$ cat src/hdl/fpwe_pkg.sv
// Shared types, constants and the tap weight table for the band energy front end.
`default_nettype none
package fpwe_pkg;

    localparam int unsigned W_SAMPLE = 10;
    localparam int unsigned W_FILT   = 16;
    localparam int unsigned W_POW    = 29;
    localparam int unsigned W_BLK    = 35;
    localparam int unsigned W_SUM    = 40;
    localparam int unsigned W_INTV   = 7;
    localparam int unsigned W_CNT    = 6;
    localparam int unsigned W_TDATA  = 176;

    localparam logic [W_INTV-1:0] INTERVAL_RESET = 7'd25;
    localparam logic [W_INTV-1:0] INTERVAL_MAX   = 7'd64;

    typedef enum logic [2:0] {
        ST_IDLE,
        ST_FILT,
        ST_DRAIN,
        ST_SQ,
        ST_BLK,
        ST_RING,
        ST_OUT
    } t_state;

    typedef enum logic [1:0] {
        WT_ZERO,
        WT_POS,
        WT_NEG
    } t_weight;

    typedef struct packed {
        logic accept;
        logic tap_rd;
        logic sq;
        logic blk;
        logic ring;
        logic load_out;
    } t_dp_cmd;

    typedef struct packed {
        logic last_tap;
        logic blk_done;
        logic out_free;
    } t_dp_sts;

    // band-pass kernel: three positive lobes, two negative lobes
    function automatic t_weight tap_weight(input int unsigned tap);
        t_weight w;
        w = WT_ZERO;
        if ((tap >= 22 && tap <= 28) || (tap >= 46 && tap <= 54) ||
            (tap >= 72 && tap <= 78)) begin
            w = WT_POS;
        end else if ((tap >= 34 && tap <= 41) || (tap >= 59 && tap <= 66)) begin
            w = WT_NEG;
        end
        return w;
    endfunction

endpackage
`default_nettype wire

$ cat src/hdl/fpwe_ram.sv
// Generic single-write, single-read RAM with registered read data.
`default_nettype none
module fpwe_ram #(
    parameter int unsigned WIDTH = 10,
    parameter int unsigned DEPTH = 100,
    parameter int unsigned AW    = (DEPTH > 1) ? $clog2(DEPTH) : 1
) (
    input  wire logic             i_clk,
    input  wire logic             i_we,
    input  wire logic [AW-1:0]    i_waddr,
    input  wire logic [WIDTH-1:0] i_wdata,
    input  wire logic [AW-1:0]    i_raddr,
    output logic      [WIDTH-1:0] o_rdata
);

    logic [WIDTH-1:0] r_mem [DEPTH];

    always_ff @(posedge i_clk) begin
        if (i_we) begin
            r_mem[i_waddr] <= i_wdata;
        end
        o_rdata <= r_mem[i_raddr];
    end

endmodule
`default_nettype wire

$ cat src/hdl/fpwe_datapath.sv
// Datapath: delay line sweep, squarer, block accumulator, energy ring and output register.
`default_nettype none
module fpwe_datapath #(
    parameter int unsigned TAPS         = 100,
    parameter int unsigned WINDOW_DEPTH = 30
) (
    input  wire logic                              i_clk,
    input  wire logic                              i_rst_n,
    input  wire logic                              i_cfg_wr_en,
    input  wire logic [fpwe_pkg::W_INTV-1:0]       i_cfg_wr_data,
    input  wire logic [fpwe_pkg::W_SAMPLE-1:0]     i_adc_sample,
    input  wire fpwe_pkg::t_dp_cmd                 i_cmd,
    output fpwe_pkg::t_dp_sts                      o_sts,
    output logic                                   o_m_tvalid,
    input  wire logic                              i_m_tready,
    output logic [fpwe_pkg::W_TDATA-1:0]           o_m_tdata,
    output logic                                   o_m_tuser
);
    import fpwe_pkg::*;

    localparam int unsigned AW  = $clog2(TAPS);
    localparam int unsigned FW  = $clog2(TAPS + 1);
    localparam int unsigned RW  = (WINDOW_DEPTH > 1) ? $clog2(WINDOW_DEPTH) : 1;
    localparam int unsigned RFW = $clog2(WINDOW_DEPTH + 1);

    logic [AW-1:0]              r_head, n_head;
    logic [FW-1:0]              r_fill;
    logic [AW-1:0]              r_k, r_k_d;
    logic                       r_acc_en;
    logic signed [W_FILT-1:0]   r_acc, n_acc;
    logic [W_SAMPLE-1:0]        r_centered;
    logic [W_POW-1:0]           r_sq;
    logic [W_BLK-1:0]           r_partial;
    logic [W_CNT-1:0]           r_cnt;
    logic [W_BLK-1:0]           r_block;
    logic                       r_upd;
    logic [RW-1:0]              r_slot;
    logic [RFW-1:0]             r_ring_fill;
    logic [W_SUM-1:0]           r_window, r_prev;
    logic [W_INTV-1:0]          r_interval;
    logic                       r_out_valid;

    logic [AW:0]                pos_sum;
    logic [AW-1:0]              rd_addr;
    logic [W_SAMPLE-1:0]        centered;
    logic [W_SAMPLE-1:0]        dl_rdata;
    logic signed [W_FILT-1:0]   tap_ext;
    logic [W_BLK-1:0]           ring_rdata;
    logic [W_BLK-1:0]           evicted;
    logic [W_INTV-1:0]          eff_interval;
    logic [W_INTV-1:0]          cnt_inc;
    logic                       blk_done;
    logic [W_BLK-1:0]           partial_sum;
    logic signed [2*W_FILT-1:0] product;

    // subtracting 512 from a 10-bit code flips its top bit
    assign centered = {~i_adc_sample[W_SAMPLE-1], i_adc_sample[W_SAMPLE-2:0]};
    assign n_head   = (r_head == '0) ? AW'(TAPS - 1) : r_head - AW'(1);

    // tap k sits k places after the newest sample, modulo the line length
    assign pos_sum = {1'b0, r_head} + {1'b0, r_k};
    assign rd_addr = (pos_sum >= (AW+1)'(TAPS)) ? AW'(pos_sum - (AW+1)'(TAPS))
                                                : pos_sum[AW-1:0];

    fpwe_ram #(
        .WIDTH (W_SAMPLE),
        .DEPTH (TAPS),
        .AW    (AW)
    ) u_line_ram (
        .i_clk   (i_clk),
        .i_we    (i_cmd.accept),
        .i_waddr (n_head),
        .i_wdata (centered),
        .i_raddr (rd_addr),
        .o_rdata (dl_rdata)
    );

    fpwe_ram #(
        .WIDTH (W_BLK),
        .DEPTH (WINDOW_DEPTH),
        .AW    (RW)
    ) u_ring_ram (
        .i_clk   (i_clk),
        .i_we    (i_cmd.ring),
        .i_waddr (r_slot),
        .i_wdata (r_block),
        .i_raddr (r_slot),
        .o_rdata (ring_rdata)
    );

    assign tap_ext = W_FILT'(signed'(dl_rdata));

    always_comb begin
        n_acc = r_acc;
        // taps beyond the samples seen so far are skipped, since the line RAM is never cleared
        if (r_acc_en && (FW'(r_k_d) < r_fill)) begin
            case (tap_weight(32'(r_k_d)))
                WT_POS:  n_acc = r_acc + tap_ext;
                WT_NEG:  n_acc = r_acc - tap_ext;
                default: n_acc = r_acc;
            endcase
        end
    end

    assign product = r_acc * r_acc;

    always_comb begin
        if (r_interval == '0) begin
            eff_interval = W_INTV'(1);
        end else if (r_interval > INTERVAL_MAX) begin
            eff_interval = INTERVAL_MAX;
        end else begin
            eff_interval = r_interval;
        end
    end

    assign cnt_inc     = {1'b0, r_cnt} + W_INTV'(1);
    assign blk_done    = (cnt_inc >= eff_interval);
    assign partial_sum = r_partial + W_BLK'(r_sq);
    assign evicted     = (r_ring_fill == RFW'(WINDOW_DEPTH)) ? ring_rdata : '0;

    assign o_sts.last_tap = (r_k == AW'(TAPS - 1));
    assign o_sts.blk_done = blk_done;
    assign o_sts.out_free = !r_out_valid || i_m_tready;

    always_ff @(posedge i_clk) begin
        if (!i_rst_n) begin
            r_head      <= '0;
            r_fill      <= '0;
            r_k         <= '0;
            r_acc_en    <= 1'b0;
            r_partial   <= '0;
            r_cnt       <= '0;
            r_slot      <= '0;
            r_ring_fill <= '0;
            r_window    <= '0;
            r_prev      <= '0;
            r_interval  <= INTERVAL_RESET;
            r_out_valid <= 1'b0;
        end else begin
            if (i_cfg_wr_en) begin
                r_interval <= i_cfg_wr_data;
            end
            r_acc_en <= i_cmd.tap_rd;
            if (i_cmd.accept) begin
                r_head <= n_head;
                r_k    <= '0;
                if (r_fill != FW'(TAPS)) begin
                    r_fill <= r_fill + FW'(1);
                end
            end else if (i_cmd.tap_rd) begin
                r_k <= r_k + AW'(1);
            end
            if (i_cmd.blk) begin
                if (blk_done) begin
                    r_partial <= '0;
                    r_cnt     <= '0;
                end else begin
                    r_partial <= partial_sum;
                    r_cnt     <= W_CNT'(cnt_inc);
                end
            end
            if (i_cmd.ring) begin
                r_slot   <= (r_slot == RW'(WINDOW_DEPTH - 1)) ? '0 : r_slot + RW'(1);
                r_prev   <= r_window;
                r_window <= r_window + W_SUM'(r_block) - W_SUM'(evicted);
                if (r_ring_fill != RFW'(WINDOW_DEPTH)) begin
                    r_ring_fill <= r_ring_fill + RFW'(1);
                end
            end
            if (i_cmd.load_out) begin
                r_out_valid <= 1'b1;
            end else if (i_m_tready) begin
                r_out_valid <= 1'b0;
            end
        end
    end

    always_ff @(posedge i_clk) begin
        r_k_d <= r_k;
        if (i_cmd.accept) begin
            r_acc      <= '0;
            r_centered <= centered;
        end else begin
            r_acc <= n_acc;
        end
        if (i_cmd.sq) begin
            r_sq <= W_POW'(product);
        end
        if (i_cmd.blk) begin
            r_upd   <= blk_done;
            r_block <= blk_done ? partial_sum : '0;
        end
        if (i_cmd.load_out) begin
            o_m_tdata <= {6'd0, r_prev, r_window, r_block, r_sq, r_acc, r_centered};
            o_m_tuser <= r_upd;
        end
    end

    assign o_m_tvalid = r_out_valid;

`ifndef ASSERT_OFF
    a_fill_bound: assert property (@(posedge i_clk) disable iff (!i_rst_n)
        (r_fill <= FW'(TAPS)) && (r_ring_fill <= RFW'(WINDOW_DEPTH)))
        else $error("fill count beyond depth");
    a_block_zero: assert property (@(posedge i_clk) disable iff (!i_rst_n)
        i_cmd.blk && !blk_done |=> (r_block == '0) && !r_upd)
        else $error("block energy shown without an update");
    a_cnt_bound: assert property (@(posedge i_clk) disable iff (!i_rst_n)
        W_INTV'(r_cnt) < INTERVAL_MAX)
        else $error("block sample count out of range");
`endif

endmodule
`default_nettype wire

$ cat src/hdl/fpwe_ctrl.sv
// Controller: sequences tap sweep, squaring, block update, ring update and output load.
`default_nettype none
module fpwe_ctrl (
    input  wire logic              i_clk,
    input  wire logic              i_rst_n,
    input  wire logic              i_s_tvalid,
    output logic                   o_s_tready,
    input  wire fpwe_pkg::t_dp_sts i_sts,
    output fpwe_pkg::t_dp_cmd      o_cmd
);
    import fpwe_pkg::*;

    t_state r_state, n_state;

    always_ff @(posedge i_clk) begin
        if (!i_rst_n) begin
            r_state <= ST_IDLE;
        end else begin
            r_state <= n_state;
        end
    end

    always_comb begin
        n_state    = r_state;
        o_cmd      = '0;
        o_s_tready = 1'b0;
        case (r_state)
            ST_IDLE: begin
                // take no beat while reset is held
                o_s_tready   = i_rst_n;
                o_cmd.accept = i_s_tvalid && i_rst_n;
                if (i_s_tvalid) begin
                    n_state = ST_FILT;
                end
            end
            ST_FILT: begin
                o_cmd.tap_rd = 1'b1;
                if (i_sts.last_tap) begin
                    n_state = ST_DRAIN;
                end
            end
            ST_DRAIN: begin
                // last tap lands in the accumulator this cycle
                n_state = ST_SQ;
            end
            ST_SQ: begin
                o_cmd.sq = 1'b1;
                n_state  = ST_BLK;
            end
            ST_BLK: begin
                o_cmd.blk = 1'b1;
                n_state   = i_sts.blk_done ? ST_RING : ST_OUT;
            end
            ST_RING: begin
                o_cmd.ring = 1'b1;
                n_state    = ST_OUT;
            end
            ST_OUT: begin
                // hold until the previous beat has left
                if (i_sts.out_free) begin
                    o_cmd.load_out = 1'b1;
                    n_state        = ST_IDLE;
                end
            end
            default: begin
                n_state = ST_IDLE;
            end
        endcase
    end

`ifndef ASSERT_OFF
    a_accept_starts: assert property (@(posedge i_clk) disable iff (!i_rst_n)
        o_cmd.accept |=> (r_state == ST_FILT))
        else $error("accepted sample did not start the tap sweep");
    a_load_free: assert property (@(posedge i_clk) disable iff (!i_rst_n)
        o_cmd.load_out |-> i_sts.out_free)
        else $error("output register overwritten while held");
`endif

endmodule
`default_nettype wire

$ cat src/hdl/fir_power_window_energy_top.sv
// Top level: band energy front end with FIR, squarer, block energy and sliding window sum.
//
//  channel  | dir | handshake                     | payload
//  s_axis   | in  | s_axis_tvalid / s_axis_tready | tdata[9:0] adc_sample
//  m_axis   | out | m_axis_tvalid / m_axis_tready | tdata 176 bits, tuser energy_updated
//  cfg      | in  | i_cfg_wr_en                   | i_cfg_wr_data[6:0] update_interval
//
//  States per sample: sweep, drain, square, block, ring if it closes a block, output;
//  the sweep reads the delay line RAM one tap per cycle through its single read port.
//  Reset is synchronous, active low; delay line and energy ring use fill counts, so no
//  clearing pass is run and a sample can be taken in the first cycle after reset.
//  A finished beat waits in the output register while the next sample is filtered; the
//  block waits to load only while that beat has not been taken when the next one is ready.
`default_nettype none
module fir_power_window_energy_top #(
    parameter int unsigned TAPS         = 100,
    parameter int unsigned WINDOW_DEPTH = 30
) (
    input  wire logic                         i_clk,
    input  wire logic                         i_rst_n,
    input  wire logic                         i_cfg_wr_en,
    input  wire logic [fpwe_pkg::W_INTV-1:0]  i_cfg_wr_data,   // update_interval
    input  wire logic                         s_axis_tvalid,
    output logic                              s_axis_tready,
    input  wire logic [15:0]                  s_axis_tdata,    // [9:0] adc_sample
    output logic                              m_axis_tvalid,
    input  wire logic                         m_axis_tready,
    // [9:0] centered_sample, [25:10] filtered_value, [54:26] sample_power,
    // [89:55] block_energy, [129:90] window_sum, [169:130] previous_window_sum
    output logic [fpwe_pkg::W_TDATA-1:0]      m_axis_tdata,
    output logic                              m_axis_tuser     // [0] energy_updated
);
    import fpwe_pkg::*;

    t_dp_cmd dp_cmd;
    t_dp_sts dp_sts;

    fpwe_ctrl u_ctrl (
        .i_clk      (i_clk),
        .i_rst_n    (i_rst_n),
        .i_s_tvalid (s_axis_tvalid),
        .o_s_tready (s_axis_tready),
        .i_sts      (dp_sts),
        .o_cmd      (dp_cmd)
    );

    fpwe_datapath #(
        .TAPS         (TAPS),
        .WINDOW_DEPTH (WINDOW_DEPTH)
    ) u_datapath (
        .i_clk         (i_clk),
        .i_rst_n       (i_rst_n),
        .i_cfg_wr_en   (i_cfg_wr_en),
        .i_cfg_wr_data (i_cfg_wr_data),
        .i_adc_sample  (s_axis_tdata[W_SAMPLE-1:0]),
        .i_cmd         (dp_cmd),
        .o_sts         (dp_sts),
        .o_m_tvalid    (m_axis_tvalid),
        .i_m_tready    (m_axis_tready),
        .o_m_tdata     (m_axis_tdata),
        .o_m_tuser     (m_axis_tuser)
    );

endmodule
`default_nettype wire

$ cat config.mk
export PLATFORM = sky130hd
export DESIGN_NAME = fir_power_window_energy_top
export DESIGN_NICKNAME = d
export VERILOG_FILES = /design/src/hdl/fpwe_pkg.sv /design/src/hdl/fpwe_ram.sv /design/src/hdl/fpwe_datapath.sv /design/src/hdl/fpwe_ctrl.sv /design/src/hdl/fir_power_window_energy_top.sv
export SDC_FILE = /design/constraint.sdc
export NUM_CORES = 2
export LEC_CHECK = 0
export ABC_CLOCK_PERIOD_IN_PS = 7720
export BUFFER_PORTS_ARGS = -buffer_cell sky130_fd_sc_hd__buf_2
export CAP_MARGIN = 20
export CORE_MARGIN = 5
export CORE_UTILIZATION = 40
export DETAILED_ROUTE_END_ITERATION = 6
export PLACE_DENSITY = 0.61
export SLEW_MARGIN = 25
export SYNTH_ARGS = -nofsm -noshare
export SYNTH_HDL_FRONTEND = slang
export SYNTH_HIERARCHICAL = 1
export SYNTH_SLANG_ARGS = --single-unit
$ cat constraint.sdc
create_clock -name i_clk -period 7.72 [get_ports i_clk]
set_clock_uncertainty 0.2 [all_clocks]
set_input_delay 0.386 -clock i_clk [delete_from_list [all_inputs] [get_ports i_clk]]
set_output_delay 0.386 -clock i_clk [all_outputs]
set_load 0.03 [all_outputs]
==> results.md <==
- Storage cell area: 0.0735 mm²
- Crit path time final: 7.19 ns
- Clock Sinks: 2526
- Commonest cells in the netlist: edfxtp_1 (2294), inv_1 (515), mux4_2 (472)
- Cell Pwr Density: 238 mW/mm²
- Worst setup SP type: flop
- Num CTS Buffers: 267
- Mux cell area share after synthesis: 11.9%
- Core Util, Final: 45.4%
- Multi-input combinational cell area: 0.0328 mm²
- Initial antenna violation count: 9
- Share of cells above drive strength 1: 19.8%
- Async SR Flop Fraction: 0%
- Critical path type: reg -> reg
- LEAKAGE: 41.3 nW
- Die height: 533 µm
- Die area: 0.284 mm²
- DR iter-0 viols: 5493
- Port bufs: 193
- Post-CTS setup repair buffer count: 0
- Most common cell in the synthesized netlist: edfxtp_1
- Status: complete, no violations
- Share of the synthesized area in the top cell type: 63.0%
- DR pass1 iterations: 6
- Dominant cell type by area after synthesis: edfxtp_1
- Final layout net count: 7339
- Clock tree buffer depth: 4
- Layout area overhead: 13.3%
- Vias in the first global route: 59200
- Initial Util: 40.0%
- Critical-path maximum fanout: 11
- Die W: 533 µm
- First-pass GRT wire length: 398 mm
- Clock slew at reported path FFs: 0.06 ns
- Critical-path cell list: inv_2 -> nor2_1 -> xnor2_1 -> ha_1 -> inv_1 -> fa_1 -> inv_1 -> fa_1 -> fa_1 -> fa_1 -> inv_1 -> fa_1 -> inv_1 -> ha_1 -> inv_1 -> nor3_1 -> nand2_1 -> o21bai_1 -> a21oi_1 -> o21ai_0 -> a41oi_1 -> o21bai_1 -> xor2_1
- Final Max Tran Viols: 0
- Number of setup violations in the final report: 0
- Total chip power: 29.4 mW
- Headroom to the max-slew limit: 24.0%
- CTS resizes: 0
- VDD IR-drop max: 0.200 mV
- Top post-synthesis cells by area: edfxtp_1 (63%), mux4_2 (9.7%), fa_1 (4.6%)
- WL/cell: 25.2 µm
- Placement Rows: 192
- Unrepaired setup endpoints after global routing: false
- CTS tree: yes
- Main flop type after synthesis: edfxtp_1
- Root buf cell: clkbuf_16
- Syn. warnings: 6
- Post-CTS Hold Buffers: 27
- Flop pwr share: 50.8%
- Critical path required time: 8.07 ns
- Clk Latency, worst-skew pair: 0.85 ns
- Vias: 58700
- Largest net degree at the start of global routing: 127
- Synth Instances: 6504
- Sequential share of the synthesized area: 67.3%
- Num ports: 207
- CP peak stage delay: 0.61 ns
- DRC Markers: 0
- Fin Setup TNS: 0 ns
- Drt via density: 5.51
- Critical Path AT: 7.54 ns
- Post-DRT Antenna Nets: 0
- Overflow after GRT: 0
- Max Fclk: 139 MHz
- Switching power: 6.50 mW
- Clock share of power: 42.3%
- Crit-path slowest cell: dfxtp_1
- Final Hold Viols: 0
- Syn Area/Cell: 16.8 µm²
- Adder-cell share of the synthesized area: 6.89%
- Drt total wl: 269 mm
- Yosys reg bits: 2526
- Total core area: 0.273 mm²
- HPWL Detailed: 168 mm
- MaxCap Viol Count: 0
- Number of fill cells: 23500
- Sw Share: 22.1%
- Period utilization: 93.2%
- Post-synth EDFFs: 2294
- # H-tree levels: 5
- Synth Area in XOR/XNOR: 1.27%
- Post-synth cell types: 103
- Complex-gate fraction of the synthesized area: 4.47%
- Gr usage total: 18.6%
- Comb pwr share: 6.9%
- Final Wtd Congestion: 0.835
- Largest family of logic cells by synthesized area: multiplexers
- Simple-Gate Fraction of Synth Area: 5.02%
- Hold crit path type: in -> reg
- Worst slew pin tran: 1.14 ns
- CP endpoint kind: flop
- Internal power: 22.9 mW
- Syn Std Cell Area: 0.109 mm²
## flip-flops by register name, summed over array words and instances, names as in the netlist, 6 cells and up
signal	flops
u_datapath/u_line_ram/o_rdata	10
u_datapath/r_fill	7
u_datapath/r_window	40
u_datapath/r_k	7
u_datapath/r_sq	28
u_datapath/r_block	35
u_datapath/r_acc	16
u_datapath/r_head	7
u_datapath/r_k_d	7
u_datapath/o_m_tdata	169
u_datapath/r_cnt	6
u_datapath/r_centered	10
u_datapath/u_ring_ram/o_rdata	35
u_datapath/u_ring_ram/r_mem	1050
u_datapath/u_line_ram/r_mem	1000
u_datapath/r_prev	40
u_datapath/r_interval	7
u_datapath/r_partial	35
## stage by stage
stage | worst slack [ns] | instances | hold slack [ns] | instance area, µm²
floorplan | 1.26 | 6510 | 0.168 | 109000
global placement | 0.549 | 10100 | 0.208 | 115000
detailed placement | 0.580 | 10100 | 0.207 | 115000
CTS | 0.525 | 10600 | 0.0324 | 124000
global route | 0.164 | 10600 | 0.0810 | 124000
finish | 0.527 | 10600 | 0.100 | 124000
## per-layer routing
metal | up-vias | GRT usage, % | wire length, µm
met5 | - | 0 | 0
met4 | 0 | 5.35 | 7700
met3 | 412 | 2.72 | 16800
met2 | 2013 | 30.3 | 130000
met1 | 30800 | 26.0 | 114000
li1 | 25500 | - | -
## cells in the final DEF, fill, tap and decap left out, drive strengths merged, types with 39 or more instances in the layout
cell	count
edfxtp	2294
inv	528
mux4	472
nor2	385
buf	337
clkbuf	335
nand2	285
fa	253
dfxtp	232
mux2i	222
ha	197
a21oi	184
o22ai	98
and2	98
xnor2	97
clkinv	87
o21ai	83
nand3	73
a22oi	72
a21o	63
xor2	62
nor2b	39
## power by group through the flow
stage / Combinational, mW / Sequential, mW / Clock, mW
final: 2.04 / 14.9 / 12.4
after CTS: 2.05 / 14.9 / 12.7
after global routing: 2.19 / 14.9 / 13.3
after detailed placement: 2.03 / 15.2 / 0
after floorplan: 1.40 / 15.2 / 0
after global placement: 1.99 / 15.2 / 0
## final timing paths
kind / slack (ns) / cells past startpoint / startpoint / endpoint
setup / recovery: 0.53 / 23 / u_datapath/r_acc[15]$_SDFFE_PP0P_ / u_datapath/r_sq[26]$_DFFE_PP_
hold / removal: 0.10 / 2 / s_axis_tdata[7] / u_datapath/u_line_ram/r_mem[86][7]$_DFFE_PP_
setup reg to reg: 0.53 / 23 / u_datapath/r_acc[15]$_SDFFE_PP0P_ / u_datapath/r_sq[26]$_DFFE_PP_
hold reg to reg: 0.20 / 0 / u_datapath/r_prev[10]$_SDFFE_PN0P_ / u_datapath/o_m_tdata[140]$_DFFE_PP_
## cell type report
type,count,share of cell area (%)
multi-input cells,3178,26.5
well taps,3589,3.63
clock inverters,130,1.03
repair buffers,368,2.08
diodes,3,0.00607
flip-flops and latches,2526,59.4
clock buffers,335,5.76
inverters,520,1.58
## cell families after synthesis
| logic type | Yosys count |
|---|---|
| xor gates and xnor gates | 159 |
| and+or+nand+nor | 1136 |
| other | 1 |
| buffers and inverters | 806 |
| DFF | 2526 |
| AOI/OAI and AO/OA | 720 |
| adders and majority gates | 450 |
| muxes | 706 |
## worst max-delay path, delay by kind of cell (launching register included)
kind | cells | cell delay, ns
AO/OA/AOI/OAI | 5 | 1.50
XOR/XNOR | 2 | 0.19
adder cells (fa/ha/maj) | 7 | 3.28
buffers and inverters | 6 | 0.56
flip-flops | 1 | 0.61
AND/OR/NAND/NOR | 3 | 0.60
Note: power is estimated with default switching activity, not from simulation.
